<file path="config.mk">
export PLATFORM = sky130hd
export DESIGN_NAME = key_debounce_press_counter
export DESIGN_NICKNAME = d
export VERILOG_FILES = /design/src/rtl/core/kdpc_pkg.sv /design/src/rtl/core/kdpc_apb_regs.sv /design/src/rtl/core/kdpc_engine.sv /design/src/rtl/core/key_debounce_press_counter.sv
export SDC_FILE = /design/constraint.sdc
export NUM_CORES = 1
export LEC_CHECK = 0
export BUFFER_PORTS_ARGS = -buffer_cell sky130_fd_sc_hd__buf_4
export CORE_MARGIN = 2
export CORE_UTILIZATION = 55
export CTS_CLUSTER_DIAMETER = 60
export CTS_CLUSTER_SIZE = 30
export DETAILED_ROUTE_END_ITERATION = 16
export PLACE_DENSITY_LB_ADDON = 0.2
export SYNTH_ARGS = -nofsm -noshare
export SYNTH_HDL_FRONTEND = slang
export SYNTH_HIERARCHICAL = 1
export SYNTH_SLANG_ARGS = --single-unit
</file>
<file path="constraint.sdc">
create_clock -name i_clk -period 12.5 [get_ports i_clk]
set_clock_uncertainty 0.15 [all_clocks]
set_input_delay 2.5 -clock i_clk [delete_from_list [all_inputs] [get_ports i_clk]]
set_output_delay 2.5 -clock i_clk [all_outputs]
set_load 0.02 [all_outputs]
</file>
<file path="src/rtl/core/kdpc_pkg.sv">
`default_nettype none
// ----------------------------------------------------------------------------
// kdpc_pkg
// Shared types and constants of the key debouncer with release counter.
// ----------------------------------------------------------------------------
package kdpc_pkg;

    localparam int unsigned CountW   = 8;
    localparam int unsigned TimerW   = 9;
    localparam int unsigned CfgW     = 8;
    localparam int unsigned ApbAddrW = 4;
    localparam int unsigned ApbDataW = 32;

    localparam logic [CountW-1:0] ReleaseCeiling = 8'd250;
    localparam logic [TimerW-1:0] TimerMax       = 9'd511;

    localparam logic [CfgW-1:0] DebounceReset = 8'd20;
    localparam logic [CfgW-1:0] PeriodReset   = 8'd10;
    localparam logic [CfgW-1:0] LimitReset    = 8'd250;

    // register indexes (byte address = 4 * index)
    localparam logic [1:0] REG_DEBOUNCE = 2'd0;
    localparam logic [1:0] REG_PERIOD   = 2'd1;
    localparam logic [1:0] REG_LIMIT    = 2'd2;

    // item kinds carried on tuser
    localparam logic CMD_TICK   = 1'b0;
    localparam logic CMD_ACCESS = 1'b1;

    typedef enum logic [1:0] {
        PH_UP             = 2'd0,
        PH_PRESS_WOBBLE   = 2'd1,
        PH_DOWN           = 2'd2,
        PH_RELEASE_WOBBLE = 2'd3
    } t_phase;

    typedef struct packed {
        logic cmd;
        logic key_level;
        logic do_write;
        logic do_clear;
        logic do_decrement;
        logic do_increment;
    } t_item;

    typedef struct packed {
        logic [CfgW-1:0] debounce_ms;
        logic [CfgW-1:0] tick_period_ms;
        logic [CfgW-1:0] count_limit;
    } t_cfg;

    typedef struct packed {
        t_phase            key_phase;
        logic [CountW-1:0] press_count;
    } t_result;

endpackage
`default_nettype wire

</file>
<file path="src/rtl/core/kdpc_apb_regs.sv">
`default_nettype none
// ----------------------------------------------------------------------------
// kdpc_apb_regs
// Configuration registers behind an APB-style port.
// ----------------------------------------------------------------------------
module kdpc_apb_regs (
    input  wire logic                               i_clk,
    input  wire logic                               i_rst_n,
    input  wire logic                               psel,
    input  wire logic                               penable,
    input  wire logic                               pwrite,
    input  wire logic [kdpc_pkg::ApbAddrW-1:0]      paddr,
    input  wire logic [kdpc_pkg::ApbDataW-1:0]      pwdata,
    output logic      [kdpc_pkg::ApbDataW-1:0]      prdata,
    output logic                                    pready,
    output kdpc_pkg::t_cfg                          o_cfg
);

    kdpc_pkg::t_cfg r_cfg;
    logic           wr_en;
    logic [1:0]     reg_idx;

    assign pready  = 1'b1;
    assign reg_idx = paddr[3:2];
    assign wr_en   = psel && penable && pwrite && pready;

    always_ff @(posedge i_clk) begin
        if (!i_rst_n) begin
            r_cfg.debounce_ms    <= kdpc_pkg::DebounceReset;
            r_cfg.tick_period_ms <= kdpc_pkg::PeriodReset;
            r_cfg.count_limit    <= kdpc_pkg::LimitReset;
        end else if (wr_en) begin
            case (reg_idx)
                kdpc_pkg::REG_DEBOUNCE: r_cfg.debounce_ms    <= pwdata[kdpc_pkg::CfgW-1:0];
                kdpc_pkg::REG_PERIOD:   r_cfg.tick_period_ms <= pwdata[kdpc_pkg::CfgW-1:0];
                kdpc_pkg::REG_LIMIT:    r_cfg.count_limit    <= pwdata[kdpc_pkg::CfgW-1:0];
                default: ;
            endcase
        end
    end

    always_comb begin
        prdata = '0;
        case (reg_idx)
            kdpc_pkg::REG_DEBOUNCE: prdata[kdpc_pkg::CfgW-1:0] = r_cfg.debounce_ms;
            kdpc_pkg::REG_PERIOD:   prdata[kdpc_pkg::CfgW-1:0] = r_cfg.tick_period_ms;
            kdpc_pkg::REG_LIMIT:    prdata[kdpc_pkg::CfgW-1:0] = r_cfg.count_limit;
            default:                prdata = '0;
        endcase
    end

    assign o_cfg = r_cfg;

endmodule
`default_nettype wire

</file>
<file path="src/rtl/core/kdpc_engine.sv">
`default_nettype none
// ----------------------------------------------------------------------------
// kdpc_engine
// Debounce phase machine, settle timer and release counter for one item.
// ----------------------------------------------------------------------------
module kdpc_engine (
    input  wire logic           i_clk,
    input  wire logic           i_rst_n,
    input  wire logic           i_fire,
    input  wire kdpc_pkg::t_item i_item,
    input  wire kdpc_pkg::t_cfg  i_cfg,
    output kdpc_pkg::t_result   o_result
);

    localparam logic [kdpc_pkg::CountW-1:0] CountOne = {{(kdpc_pkg::CountW-1){1'b0}}, 1'b1};

    kdpc_pkg::t_phase                  r_phase,  n_phase;
    logic [kdpc_pkg::TimerW-1:0]       r_timer,  n_timer;
    logic [kdpc_pkg::CountW-1:0]       r_count,  n_count;

    logic [kdpc_pkg::TimerW:0]         timer_sum;
    logic [kdpc_pkg::TimerW-1:0]       timer_adv;
    logic                              settled;
    logic [kdpc_pkg::CountW-1:0]       cnt_clr;
    logic [kdpc_pkg::CountW-1:0]       cnt_dec;

    // saturating timer advance and settle decision
    assign timer_sum = {1'b0, r_timer} + {2'b00, i_cfg.tick_period_ms};
    assign timer_adv = timer_sum[kdpc_pkg::TimerW] ? kdpc_pkg::TimerMax
                                                   : timer_sum[kdpc_pkg::TimerW-1:0];
    assign settled   = timer_adv >= {1'b0, i_cfg.debounce_ms};

    // access: clear, then decrement, then increment
    assign cnt_clr = i_item.do_clear ? '0 : r_count;
    assign cnt_dec = (i_item.do_decrement && cnt_clr != '0) ? cnt_clr - CountOne : cnt_clr;

    always_comb begin
        n_phase = r_phase;
        n_timer = r_timer;
        n_count = r_count;
        if (i_item.cmd == kdpc_pkg::CMD_TICK) begin
            case (r_phase)
                kdpc_pkg::PH_UP: begin
                    if (i_item.key_level) begin
                        n_timer = '0;
                        n_phase = kdpc_pkg::PH_PRESS_WOBBLE;
                    end
                end
                kdpc_pkg::PH_PRESS_WOBBLE: begin
                    n_timer = timer_adv;
                    if (settled) begin
                        n_phase = i_item.key_level ? kdpc_pkg::PH_DOWN : kdpc_pkg::PH_UP;
                    end
                end
                kdpc_pkg::PH_DOWN: begin
                    if (!i_item.key_level) begin
                        n_timer = '0;
                        n_phase = kdpc_pkg::PH_RELEASE_WOBBLE;
                    end
                end
                default: begin
                    n_timer = timer_adv;
                    if (settled) begin
                        if (!i_item.key_level) begin
                            n_phase = kdpc_pkg::PH_UP;
                            n_count = (r_count >= kdpc_pkg::ReleaseCeiling)
                                    ? kdpc_pkg::ReleaseCeiling : r_count + CountOne;
                        end else begin
                            n_phase = kdpc_pkg::PH_DOWN;
                        end
                    end
                end
            endcase
        end else if (i_item.do_write) begin
            n_count = (i_item.do_increment && cnt_dec != i_cfg.count_limit)
                    ? cnt_dec + CountOne : cnt_dec;
        end
    end

    always_ff @(posedge i_clk) begin
        if (!i_rst_n) begin
            r_phase <= kdpc_pkg::PH_DOWN;
            r_timer <= '0;
            r_count <= '0;
        end else if (i_fire) begin
            r_phase <= n_phase;
            r_timer <= n_timer;
            r_count <= n_count;
        end
    end

    assign o_result.press_count = n_count;
    assign o_result.key_phase   = n_phase;

endmodule
`default_nettype wire

</file>
<file path="src/rtl/core/key_debounce_press_counter.sv">
`default_nettype none
// ----------------------------------------------------------------------------
// key_debounce_press_counter
// Four-phase key debouncer with a saturating release counter and count access.
// ----------------------------------------------------------------------------
// Stages: input register, then result register; the phase, timer and count update
//   as a request moves from the input register into the result register.
// Throughput: one request per cycle unless the result stalls; the state update is the loop.
// Reset (i_rst_n low, synchronous): empty both stages, phase down, timer and
//   count zero, registers back to 20 ms / 10 ms / limit 250.
// ----------------------------------------------------------------------------
module key_debounce_press_counter (
    input  wire logic        i_clk,
    input  wire logic        i_rst_n,
    // request stream
    input  wire logic        s_axis_tvalid,
    output logic             s_axis_tready,
    input  wire logic [7:0]  s_axis_tdata,  // [0] key_level, [1] do_write, [2] do_clear,
                                            // [3] do_decrement, [4] do_increment, [7:5] zero
    input  wire logic [0:0]  s_axis_tuser,  // [0] cmd: 0 tick, 1 count access
    // result stream
    output logic             m_axis_tvalid,
    input  wire logic        m_axis_tready,
    output logic [15:0]      m_axis_tdata,  // [7:0] press_count, [9:8] key_phase, [15:10] zero
    // configuration port
    input  wire logic        psel,
    input  wire logic        penable,
    input  wire logic        pwrite,
    input  wire logic [3:0]  paddr,
    input  wire logic [31:0] pwdata,
    output logic      [31:0] prdata,
    output logic             pready
);

    kdpc_pkg::t_cfg    cfg;
    kdpc_pkg::t_item   in_item;
    kdpc_pkg::t_result step_res;

    logic              r_in_valid;
    kdpc_pkg::t_item   r_in_item;
    logic              r_out_valid;
    kdpc_pkg::t_result r_out_res;

    logic              advance;
    logic              in_fire;

    // -- configuration registers --
    kdpc_apb_regs u_regs (
        .i_clk   (i_clk),
        .i_rst_n (i_rst_n),
        .psel    (psel),
        .penable (penable),
        .pwrite  (pwrite),
        .paddr   (paddr),
        .pwdata  (pwdata),
        .prdata  (prdata),
        .pready  (pready),
        .o_cfg   (cfg)
    );

    // -- unpack the request --
    assign in_item.cmd          = s_axis_tuser[0];
    assign in_item.key_level    = s_axis_tdata[0];
    assign in_item.do_write     = s_axis_tdata[1];
    assign in_item.do_clear     = s_axis_tdata[2];
    assign in_item.do_decrement = s_axis_tdata[3];
    assign in_item.do_increment = s_axis_tdata[4];

    // Move the held request into the result register whenever that register
    // is empty or its contents leave this cycle; the input stage refills in
    // the same cycle, so a stalled result only holds the pipe, it does not
    // drain it.
    assign advance       = !r_out_valid || m_axis_tready;
    assign s_axis_tready = !r_in_valid || advance;
    assign in_fire       = r_in_valid && advance;

    // -- input register --
    always_ff @(posedge i_clk) begin
        if (!i_rst_n) begin
            r_in_valid <= 1'b0;
        end else if (s_axis_tready) begin
            r_in_valid <= s_axis_tvalid;
        end
    end

    always_ff @(posedge i_clk) begin
        if (s_axis_tvalid && s_axis_tready) begin
            r_in_item <= in_item;
        end
    end

    // -- phase machine, timer and counter; state commits on in_fire --
    kdpc_engine u_engine (
        .i_clk    (i_clk),
        .i_rst_n  (i_rst_n),
        .i_fire   (in_fire),
        .i_item   (r_in_item),
        .i_cfg    (cfg),
        .o_result (step_res)
    );

    // -- result register --
    always_ff @(posedge i_clk) begin
        if (!i_rst_n) begin
            r_out_valid <= 1'b0;
        end else if (advance) begin
            r_out_valid <= r_in_valid;
        end
    end

    always_ff @(posedge i_clk) begin
        if (in_fire) begin
            r_out_res <= step_res;
        end
    end

    assign m_axis_tvalid = r_out_valid;
    assign m_axis_tdata  = {6'b000000, r_out_res.key_phase, r_out_res.press_count};

endmodule
`default_nettype wire

</file>
Word-level counts from Yosys, hierarchy flattened --
Cells that the tools add are included. Widths: inputs -> output; s select.
Word-level totals: register bits after elaboration 61, bits of input ports 52, output and inout bits 51, logic and storage cells 68
Cells by class: add/subtract/negate cells 4, $lt $le $gt $ge 2, equality and inequality tests 7, mux-type cells 20, bitwise logic cells 1, reduce and logical (&&, ||, !) cells 18
Operators by type and width (count):
- $mux 8 | 9
- $mux 9 | 3
- $pmux 8 s3 | 1
- $pmux 9 s2 | 1
- $add 8x1->8 const B | 2
- $add 9x8->10 | 1
- $mux 2 | 5
- $ge 9x8->1 | 1
- $ge 8x8->1 const B | 1
- $ne 8x8->1 | 1
- $reduce_bool 8->1 | 1
- $sub 8x1->8 const B | 1
- $logic_and 1x1->1 | 6
- $reduce_and 2->1 | 3
- $eq 2x1->1 const B | 2
- $eq 2x2->1 const B | 2
- $logic_not 2->1 | 2
- $ne 2x2->1 const B | 2
- $pmux 2 s2 | 1
- $reduce_and 4->1 | 1
- $reduce_or 3->1 | 1
- $logic_not 1->1 | 2
- $logic_or 1x1->1 | 2
- $not 1->1 | 1

Logic depth before layout (Yosys ltp) --
Gate-level depths: netlist (run 1).
word-level depth 9, mapped depth 18, gate-level depth less buffers 18

Hierarchy --
Netlist (run 1), hierarchy kept.
By module, submodules not included:
- kdpc_engine | times used 1, cells an instance 353, area an instance 2571.2 sq um, seq. area each 380.4 sq um
- kdpc_apb_regs | times used 1, cells an instance 157, area an instance 1325.0 sq um, seq. area each 480.5 sq um
- key_debounce_press_counter | times used 1, cells an instance 32, area an instance 633.1 sq um, seq. area each 520.5 sq um

Worst setup path after synthesis (run 1) --
Ideal clock, no wire load.
path type input to output, start point input port paddr[2], end point output port prdata[0], data arrival time 3303 ps, data required time 9850 ps, slack 6547 ps, stages on the path 3, path buffers 1, path through buf_2 mux2i_1 o21ai_0
On the way: cells in the longest elaborated chain, start to end 2, elaborated cells on any way between the ends 4, those cells by class eq/ne (2); mux (1); reduce/logical (1)
RTL lines:
- start: declaration | line key_debounce_press_counter.sv:29 | input wire logic [3:0] paddr,
- $eq 2x2->1 (tied with other cells) | line kdpc_apb_regs.sv:44 | case (reg_idx)
- $pmux 8 s3 (*) | line kdpc_apb_regs.sv:44
- end: declaration | line key_debounce_press_counter.sv:31 | output logic [31:0] prdata,
Every way passes the cells marked *; elsewhere a longest branch is shown, timed or not.

Worst setup path in the final report (run 1) --
start point input port paddr[3], end point output port prdata[3]
The elaborated chain is that of the path after synthesis.

==> metrics.md, run 1 <==
| Metric | Value |
|---|---|
| Final Instance Area | `~5000 um^2` |
| TritonCTS clock tree | `built` |
| Number of H-tree levels | `3` |
| Synth Register Bits | `between 60 and 70` |
| CTS Hold Bufs | `0` |
| First-pass GRT wire length | `17500 um` |
| Distinct cells, synth | `72` |
| Clock group share of total power | `36.0%` |
| Sw Share | `a little under a third` |
| Die span in y | `94.7 um` |
| DR pass1 iterations | `5` |
| Vias | `3965` |
| Combinational power share | `18.9%` |
| Final worst path period need | `between 6 and 7 ns` |
| Register area share after synthesis | `30.5%` |
| Synth Instances | `542` |
| Max Cap Viol | `0` |
| Clock Path Buffers | `2` |
| Final WS setup | `6.25 ns` |
| Die Area | `8980 um^2` |
| Cell area after placement | `between 4000 and 5000 um^2` |
| Vias in the first global route | `3617` |
| DRT Wirelength | `10800 um` |
| Peak supply drop | `about 0.062 mV` |
| Mapped cell area | `around 4500 um^2` |
| Pre-CTS setup slack | `6.27 ns` |
| Slowest-stage cell, CP | `nor2b_1` |
| Worst hold path class | `flop to flop` |
| 1st-iter DRT viols | `between 200 and 250` |
| Starting Density | `56.0%` |
| YS warnings | `6` |
| Site row count | `33` |
| Post-cts sizing count | `0` |
| Setup_tns | `0 ns` |
| Pint | `0.339 mW` |
| DRT antenna net count | `0` |
| Antenna Cells | `0` |
| FMAX | `160 MHz` |
| Outcome | `finished clean` |
| Antenna violations before repair | `0` |
| Pins Over Slew Limit | `0` |
| Via density | `5.84` |
| Reg power frac | `between 40% and 50%` |
| Critical path peak fanout | `15` |
| Residual DRC | `0` |
| Worst slew pin tran | `0.746 ns` |
| Die X | `94.7 um` |
| Clock Latency Late Sink | `0.35 ns` |
| CP required | `9.85 ns` |
| CP startpoint kind | `input pin` |
| Synth Flop Type | `dfxtp_1` |
| Root Buffer | `clkbuf_8` |
| PwrDens | `98.1 nW/um^2` |
| RSZ-0062 raised after global routing | `no` |
| Crit path top cell by count | `buf_4` |
| Pin count of the biggest net entering global routing | `45` |
| Ys async rst share | `0%` |
| Final setup viols | `0` |
| Crit path DAT | `3.60 ns` |
| Grt ovf | `0` |
| Final hold violations | `0` |
| Worst path max stage delay | `0.49 ns` |
| Slew margin rel. | `50.3%` |
| Worst Setup Path Type | `input pin to output port` |
| Mean post-synth cell area | `roughly 8.4 um^2` |
| Core area | `roughly 8100 um^2` |
| Clock-pin transition on the worst setup and hold timing paths | `0.07 ns` |
| Worst hold slack | `~0.32 ns` |
| CP cell instances | `buf_4, nor2b_1, nand2_1, o21ai_0, buf_4` |
| Area grow syn2layout | `9.39%` |
| Proportion of layout cells with a drive suffix above 1 | `between 10% and 20%` |
| Net Switching | `0.147 mW` |
| P_leak | `2.14 nW` |
| CP Capture Type | `output port` |
| Clk sink count | `61` |
| Setup repair bufs after CTS | `0` |
| Fill cells | `741` |
| GR Util All Layers | `between 20% and 30%` |
| Post-DR wirelength/cell | `15.9 um` |
| I/O pin cnt | `103` |
| Placed wire-length estimate | `roughly 8000 um` |
| Net count, final | `between 600 and 700` |
| Placer Congestion | `0.932` |
| CTS buffer count | `9` |
| Post-synth EDFFs | `16` |
| Final Cycle Share | `50.0%` |
| IO Port Bufs | `42` |
cell usage after synthesis (16+ instances only):
cell	instances	area [um^2]
inv_1	31	116
nand2_1	70	263
nor3_1	16	80.1
ha_1	21	263
o21ai_0	27	135
dfxtp_1	45	901
edfxtp_1	16	480
mux2i_1	32	320
buf_4	32	240
nor2_1	26	97.6
a21oi_1	24	120
clkbuf_1	19	71.3
cells in the final DEF (no fill, tap or decap), types with 3 or more instances in the layout:
master / Yosys / layout
edfxtp_1: 16 / 16
nor2b_1: 11 / 10
a21o_1: 9 / 9
dfxtp_1: 45 / 45
or2_2: 4 / 4
ha_1: 21 / 21
nand2_1: 70 / 70
o211ai_1: 11 / 11
conb_1: 3 / 31
nand2b_1: 8 / 8
nor3_1: 16 / 16
clkbuf_8: 0 / 11
a211o_1: 4 / 4
a31oi_1: 4 / 4
xor2_1: 7 / 7
inv_1: 31 / 31
xnor2_1: 10 / 10
a21oi_1: 24 / 24
o21a_1: 4 / 4
o31a_1: 3 / 3
or3_1: 4 / 4
nand3_1: 11 / 11
buf_4: 32 / 44
and2_1: 5 / 5
a211oi_1: 6 / 6
o21ai_0: 27 / 27
nor4_1: 4 / 4
o31ai_1: 4 / 4
and3_1: 10 / 10
nor2_1: 26 / 26
mux2i_1: 32 / 32
a22oi_1: 5 / 5
nand4_1: 8 / 8
through the flow:
step	instances	total power [mW]	util, %
CTS	679	0.490	61.2
finish	679	0.486	61.2
global route	679	0.509	61.2
global placement	663	0.312	58.8
floorplan	570	0.296	-
detailed placement	663	0.314	58.8
power groups by stage:
stage          Combinational [mW]  Sequential [mW]  Clock [mW]
2_1_floorplan              0.0755            0.220           0
3_3_place_gp               0.0886            0.223           0
3_5_place_dp               0.0907            0.223           0
4_1_cts                    0.0911            0.219       0.180
5_1_grt                     0.101            0.220       0.188
6_report                   0.0921            0.219       0.175
registers in the layout, summed over array words and instances (netlist names):
name / flops
u_engine/r_phase: 2
m_axis_tdata: 10
r_in_item: 6
r_in_valid: 1
u_engine/r_timer: 9
m_axis_tvalid: 1
u_regs/o_cfg: 24
u_engine/r_count: 8
layer usage:
metal | share of wire (%) | wire [um] | GRT usage [%] | vias to the layer above
li1 | - | - | - | 1934
met1 | 42 | 4510 | 31.2 | 1860
met2 | 50 | 5450 | 43.3 | 147
met3 | 5.9 | 637 | 4.71 | 24
met4 | 2.1 | 224 | 10.3 | 0
met5 | 0 | 0 | 0 | -
critical path, delay by kind of cell:
| kind | cells | cell delay, ns |
|---|---|---|
| AOI/OAI and AO/OA | 1 | 0.13 |
| buffers and inverters | 2 | 0.37 |
| and+or+nand+nor | 2 | 0.60 |
final timing paths:
path / end / startpoint / slack (ns) / cells past startpoint
worst max-delay path: prdata[3] / paddr[3] / 6.25 / 5
worst min-delay path: u_engine/r_timer[3] / u_engine/r_timer[3] / 0.32 / 2
worst max register to register: m_axis_tdata[1] / u_regs/o_cfg[9] / 7.80 / 16
worst min register to register: u_engine/r_timer[3] / u_engine/r_timer[3] / 0.32 / 2
layout make-up:
type	instances	area, um^2	share of cell area (%)
multi-input combinational	422	2800	56.5
sequential	61	1380	27.9
timing repair buffer	44	330	6.67
clock buffer	13	180	3.64
tap	105	131	2.65
inverter	31	116	2.35
clock inverter	3	17.5	0.354
cell families (layout without fill, tap and decap cells):
kind of cell               after synthesis  after routing  share of synthesized area (%)
xor gates and xnor gates                19             19                           4.28
buffers and inverters                   87             91                           10.1
other                                    3             31                          0.249
AOI/OAI and AO/OA                      126            126                           19.8
DFF                                     61             61                           30.5
muxes                                   33             33                           7.32
adders and majority gates               22             22                           6.24
and+or+nand+nor                        191            191                           21.5
No activity file was read; power rests on OpenSTA's default activity.
==> inputs of run 2 (changes only) <==
- CORE_UTILIZATION: 55 -> 50
- clock period: 12.5 -> 5.45 ns (I/O delays scaled with it)
==> metrics.md, run 2 (same netlist as run 1, synthesis figures left out) <==
| Metric | Value |
|---|---|
| RSZ-0062 raised after global routing | `no` |
| DRT antenna net count | `0` |
| Worst path max stage delay | `0.44 ns` |
| Final Core Density | `a little under three fifths` |
| Placer Congestion | `0.908` |
| Die X | `99.2 um` |
| Net Switching | `0.347 mW` |
| Pins Over Slew Limit | `0` |
| I/O pin cnt | `between 100 and 150` |
| GR Util All Layers | `between 20% and 30%` |
| Die span in y | `roughly 100 um` |
| Worst Setup Path Type | `flop to flop` |
| CP startpoint kind | `flop` |
| IO Port Bufs | `42` |
| Peak supply drop | `0.151 mV` |
| Max FFs per register | `24` |
| Vias in the first global route | `3789` |
| Setup repair bufs after CTS | `0` |
| Kind of cell adding the most delay to the critical path | `compound AO/OA/AOI/OAI gates` |
| Antenna violations before repair | `0` |
| Setup_tns | `0 ns` |
| Hold Path End | `u_engine/r_timer[0]` |
| Outcome | `finished clean` |
| Clk sink count | `61` |
| Hold Startpoint | `u_engine/r_timer[0]` |
| Register area | `~1400 um^2` |
| First-pass GRT wire length | `18000 um` |
| Reg2reg start | `u_regs/o_cfg[9]` |
| Residual DRC | `0` |
| Placed wire-length estimate | `between 8000 and 9000 um` |
| Clock-pin transition on the worst setup and hold timing paths | `about 0.08 ns` |
| Final worst path period need | `4.47 ns` |
| CP required | `5.38 ns` |
| Cell area after placement | `4770 um^2` |
| Slowest-stage cell, CP | `a31oi_1` |
| Net count, final | `644` |
| Multi-input combinational cell area | `2800 um^2` |
| Final Cycle Share | `between 80% and 90%` |
| Critical path peak fanout | `7` |
| 1st-iter DRT viols | `between 150 and 200` |
| Starting Density | `51.7%` |
| Worst hold slack | `0.315 ns` |
| Via density | `between 5 and 6` |
| Antenna Cells | `0` |
| Sw Share | `between 30% and 40%` |
| Worst hold path class | `flop to flop` |
| DRT Wirelength | `between 10000 and 15000 um` |
| Site row count | `34` |
| Worst slew pin tran | `roughly 0.8 ns` |
| Proportion of layout cells with a drive suffix above 1 | `13.6%` |
| Slew margin rel. | `a little under half` |
| Pint | `0.772 mW` |
| TritonCTS clock tree | `built` |
| Final setup viols | `0` |
| Number of H-tree levels | `3` |
| Hold path depth | `2` |
| Area grow syn2layout | `9.50%` |
| FMAX | `between 200 and 250 MHz` |
| Post-cts sizing count | `0` |
| Final hold violations | `0` |
| Combinational power share | `a little under a fifth` |
| Max Cap Viol | `0` |
| Crit. Startpoint | `u_regs/o_cfg[9]` |
| Post-DR wirelength/cell | `around 16 um` |
| Clock Latency Late Sink | `0.34 ns` |
| R2r worst-path depth | `16` |
| WP buf/inv | `1` |
| Crit path DAT | `4.40 ns` |
| Fill cells | `slightly above 800` |
| Clock group share of total power | `between 30% and 40%` |
| Core area | `8760 um^2` |
| Die Area | `9840 um^2` |
| DR pass1 iterations | `6` |
| CTS Hold Bufs | `0` |
| Most frequent cells in the layout | `nand2_1 (70), buf_4 (45), dfxtp_1 (45)` |
| Reg power frac | `44.9%` |
| CP Capture Type | `flop` |
| Commonest non-fill, non-tap cell in the layout | `nand2_1` |
| PwrDens | `~230 nW/um^2` |
| CTS buffer count | `9` |
| Final Instance Area | `4960 um^2` |
| Clock Path Buffers | `2` |
| Root Buffer | `clkbuf_8` |
| Grt ovf | `0` |
| R2R setup slack | `between 0.9 and 1 ns` |
| P_leak | `2.13 nW` |
| CP cell instances | `ha_1, a211o_1, a2111o_1, and3_1, o21ai_1, buf_4, o21ai_0, ha_1, o21a_1, o21ai_0, a21oi_1, o2111a_1, a211o_1, a31oi_1, and2_1, a211oi_1` |
| Vias | `4050` |
| Pin count of the biggest net entering global routing | `45` |
| RR Endpoint | `m_axis_tdata[4]` |
## run 2: stage by stage
stage	power, mW	setup WS, ns	cells
2_1_floorplan	0.678	1.45	570
3_3_place_gp	0.716	1.17	667
3_5_place_dp	0.721	1.11	667
4_1_cts	1.13	1.09	683
5_1_grt	1.17	0.815	683
6_report	1.12	0.981	683
## run 2: how the worst max path moves through the flow
| stage | endpoint | slack (ns) | cells past startpoint |
|---|---|---|---|
| 3_3_place_gp | m_axis_tdata[4] | 1.17 | 16 |
| 6_report | m_axis_tdata[4] | 0.98 | 16 |
| 2_1_floorplan | m_axis_tdata[5] | 1.45 | 16 |
| 3_5_place_dp | m_axis_tdata[4] | 1.11 | 16 |
| 5_1_grt | m_axis_tdata[5] | 0.81 | 12 |
| 4_1_cts | m_axis_tdata[4] | 1.09 | 16 |
## run 2: power by group through the flow
stage,combinational (mW),clock [mW],sequential (mW)
5_1_grt,0.231,0.431,0.505
2_1_floorplan,0.173,0,0.505
3_3_place_gp,0.204,0,0.512
4_1_cts,0.209,0.415,0.502
3_5_place_dp,0.209,0,0.512
6_report,0.211,0.406,0.502
## run 2: final cells by class
type,count,share of cell area [%]
clock buffers,10,2.57
flip-flops and latches,61,27.9
well taps,108,2.72
inverters,31,2.35
repair buffers,45,6.81
clock inverters,6,1.29
multi-input cells,422,56.4
## run 2: metal layers
metal  global-route usage [%]  up-vias  part of all wire [%]
li1                         -     1934                     -
met4                     8.85        0                   2.6
met1                     28.6     1942                    44
met2                     38.0      142                    49
met5                        0        -                     0
met3                     4.08       32                   5.0
## run 2: worst reg2reg max path: stages, from the launching register on
cell and delay [ns]:
dfxtp_1 0.35, ha_1 0.33, a211o_1 0.30, a2111o_1 0.39, and3_1 0.22, o21ai_1 0.13
buf_4 0.16, o21ai_0 0.12, ha_1 0.30, o21a_1 0.17, o21ai_0 0.16, a21oi_1 0.08
o2111a_1 0.24, a211o_1 0.38, a31oi_1 0.44, and2_1 0.23, a211oi_1 0.05
==> inputs of run 3 (changes only) <==
- CORE_UTILIZATION: 50 -> 55
- clock period: 5.45 -> 4.3 ns (I/O delays scaled with it)
==> metrics.md, run 3 (same netlist as run 1, synthesis figures left out) <==
| Metric | Value |
|---|---|
| Antenna Cells | `0` |
| Starting Density | `56.0%` |
| Post-DR wirelength/cell | `15.8 um` |
| Die span in y | `94.7 um` |
| Slowest-stage cell, CP | `a2111o_1` |
| Via density | `5.74` |
| DRT antenna net count | `0` |
| Vias | `3984` |
| Combinational power share | `between 20% and 30%` |
| Clock Path Buffers | `2` |
| CP required | `4.37 ns` |
| DRT Wirelength | `11000 um` |
| WP buf/inv | `1` |
| Post-cts sizing count | `0` |
| Final WS setup | `between 0.15 and 0.2 ns` |
| First-pass GRT wire length | `17400 um` |
| Site row count | `33` |
| FMAX | `242 MHz` |
| Worst hold slack | `0.315 ns` |
| Slew margin rel. | `about 48%` |
| Hold path depth | `2` |
| CP cell instances | `ha_1, o21a_1, a2111o_1, and3_1, o21ai_2, buf_4, nand2_1, ha_1, o21a_1, o21ai_0, a21oi_1, o2111a_1, a211o_4, nand3_1, mux2_2, mux2i_1, nand2_1` |
| Residual DRC | `0` |
| Vias in the first global route | `3712` |
| PwrDens | `285 nW/um^2` |
| Hold Path End | `u_engine/r_timer[4]` |
| Area grow syn2layout | `12.6%` |
| Max Cap Viol | `0` |
| IO Port Bufs | `42` |
| Clk sink count | `61` |
| Pins Over Slew Limit | `0` |
| Die X | `94.7 um` |
| Kind of cell adding the most delay to the critical path | `compound AO/OA/AOI/OAI gates` |
| Final Cycle Share | `96.3%` |
| Crit path DAT | `4.21 ns` |
| Die Area | `8980 um^2` |
| Pint | `between 1 and 1.5 mW` |
| Final setup viols | `0` |
| CTS Hold Bufs | `0` |
| Setup repair bufs after CTS | `0` |
| CTS buffer count | `9` |
| Reg2reg start | `u_regs/o_cfg[10]` |
| R2R setup slack | `0.16 ns` |
| Final hold violations | `0` |
| CP startpoint kind | `flop` |
| Final worst path period need | `4.14 ns` |
| Pin count of the biggest net entering global routing | `45` |
| CP Capture Type | `flop` |
| Max FFs per register | `24` |
| Placed wire-length estimate | `between 8000 and 9000 um` |
| I/O pin cnt | `103` |
| DR pass1 iterations | `4` |
| GR Util All Layers | `25.0%` |
| Most frequent cells in the layout | `nand2_1 (70), buf_4 (59), dfxtp_1 (45)` |
| Sw Share | `29.9%` |
| Worst hold path class | `flop to flop` |
| Root Buffer | `clkbuf_8` |
| Worst path max stage delay | `0.44 ns` |
| Clock-pin transition on the worst setup and hold timing paths | `around 0.080 ns` |
| R2r worst-path depth | `17` |
| Net count, final | `around 660` |
| TritonCTS clock tree | `built` |
| Hold Startpoint | `u_engine/r_timer[4]` |
| Grt ovf | `0` |
| Clock group share of total power | `36.9%` |
| Antenna violations before repair | `0` |
| 1st-iter DRT viols | `193` |
| Commonest non-fill, non-tap cell in the layout | `nand2_1` |
| Worst Setup Path Type | `flop to flop` |
| RSZ-0062 raised after global routing | `no` |
| Worst slew pin tran | `0.776 ns` |
| Outcome | `finished clean` |
| Net Switching | `roughly 0.44 mW` |
| Critical path peak fanout | `7` |
| Core area | `8090 um^2` |
| Number of H-tree levels | `3` |
| Setup_tns | `0 ns` |
| Placer Congestion | `approximately 0.92` |
| Pre-CTS setup slack | `0.0678 ns` |
| Clock Latency Late Sink | `0.35 ns` |
| RR Endpoint | `u_engine/r_phase[1]` |
| P_leak | `2.22 nW` |
| Reg power frac | `a little over two fifths` |
| Peak supply drop | `0.159 mV` |
| Proportion of layout cells with a drive suffix above 1 | `~16%` |
[run 3: cell count changes in the layout (fill, tap and decap cells not counted), sizes merged]
cell / before / now
buf: 45 / 59
inv: 31 / 32
clkinv: 3 / 2
clkbuf: 10 / 12
clkinvlp: 2 / 0
[run 3: worst register-to-register path, stage by stage (launching register included)]
cell and delay, ns:
dfxtp_1 0.35, ha_1 0.35, o21a_1 0.20, a2111o_1 0.44, and3_1 0.20, o21ai_2 0.16, buf_4 0.14, nand2_1 0.07
ha_1 0.28, o21a_1 0.10, o21ai_0 0.16, a21oi_1 0.08, o2111a_1 0.26, a211o_4 0.36, nand3_1 0.13, mux2_2 0.36
mux2i_1 0.14, nand2_1 0.08
[run 3: metal layers]
metal | up-vias | global-route usage, % | routed length (um)
li1 | 1962 | - | -
met1 | 1853 | 30.4 | 4650
met2 | 139 | 43.5 | 5480
met3 | 30 | 4.71 | 492
met4 | 0 | 9.90 | 337
met5 | - | 0 | 0
[run 3: area by class of cell]
| cell class | instances | area, um^2 |
|---|---|---|
| timing repair buffer | 59 | 443 |
| sequential | 61 | 1380 |
| clock buffer | 12 | 155 |
| inverter | 31 | 116 |
| tap | 105 | 131 |
| multi-input combinational | 422 | 2830 |
| fill | 762 | 2990 |
| clock inverter | 4 | 46.3 |
[run 3: worst max path at each step]
stage	start	endpoint	slack, ns	cells past startpoint
6_report	u_regs/o_cfg[10]	u_engine/r_phase[1]	0.16	17
5_1_grt	u_regs/o_cfg[10]	u_engine/r_phase[1]	0.02	16
4_1_cts	u_regs/o_cfg[10]	m_axis_tdata[1]	0.03	16
3_5_place_dp	u_regs/o_cfg[10]	m_axis_tdata[1]	0.07	16
3_3_place_gp	u_regs/o_cfg[10]	m_axis_tdata[1]	0.05	16
2_1_floorplan	u_regs/o_cfg[9]	m_axis_tdata[5]	0.30	16
[run 3: stage by stage]
step                      instances  area (um^2)  utilization, %  power, mW
after floorplan                 570         4630               -      0.860
after global placement          678         4870            60.2      0.916
after detailed placement        678         4870            60.2      0.924
after CTS                       694         5070            62.7       1.46
after global routing            694         5100            63.0       1.52
final                           694         5100            63.0       1.46
[run 3: power groups by stage]
stage / logic [mW] / clock network [mW] / registers [mW]
2_1_floorplan: 0.219 / 0 / 0.640
6_report: 0.291 / 0.538 / 0.627
4_1_cts: 0.285 / 0.544 / 0.627
3_5_place_dp: 0.284 / 0 / 0.640
3_3_place_gp: 0.277 / 0 / 0.639
5_1_grt: 0.316 / 0.571 / 0.629
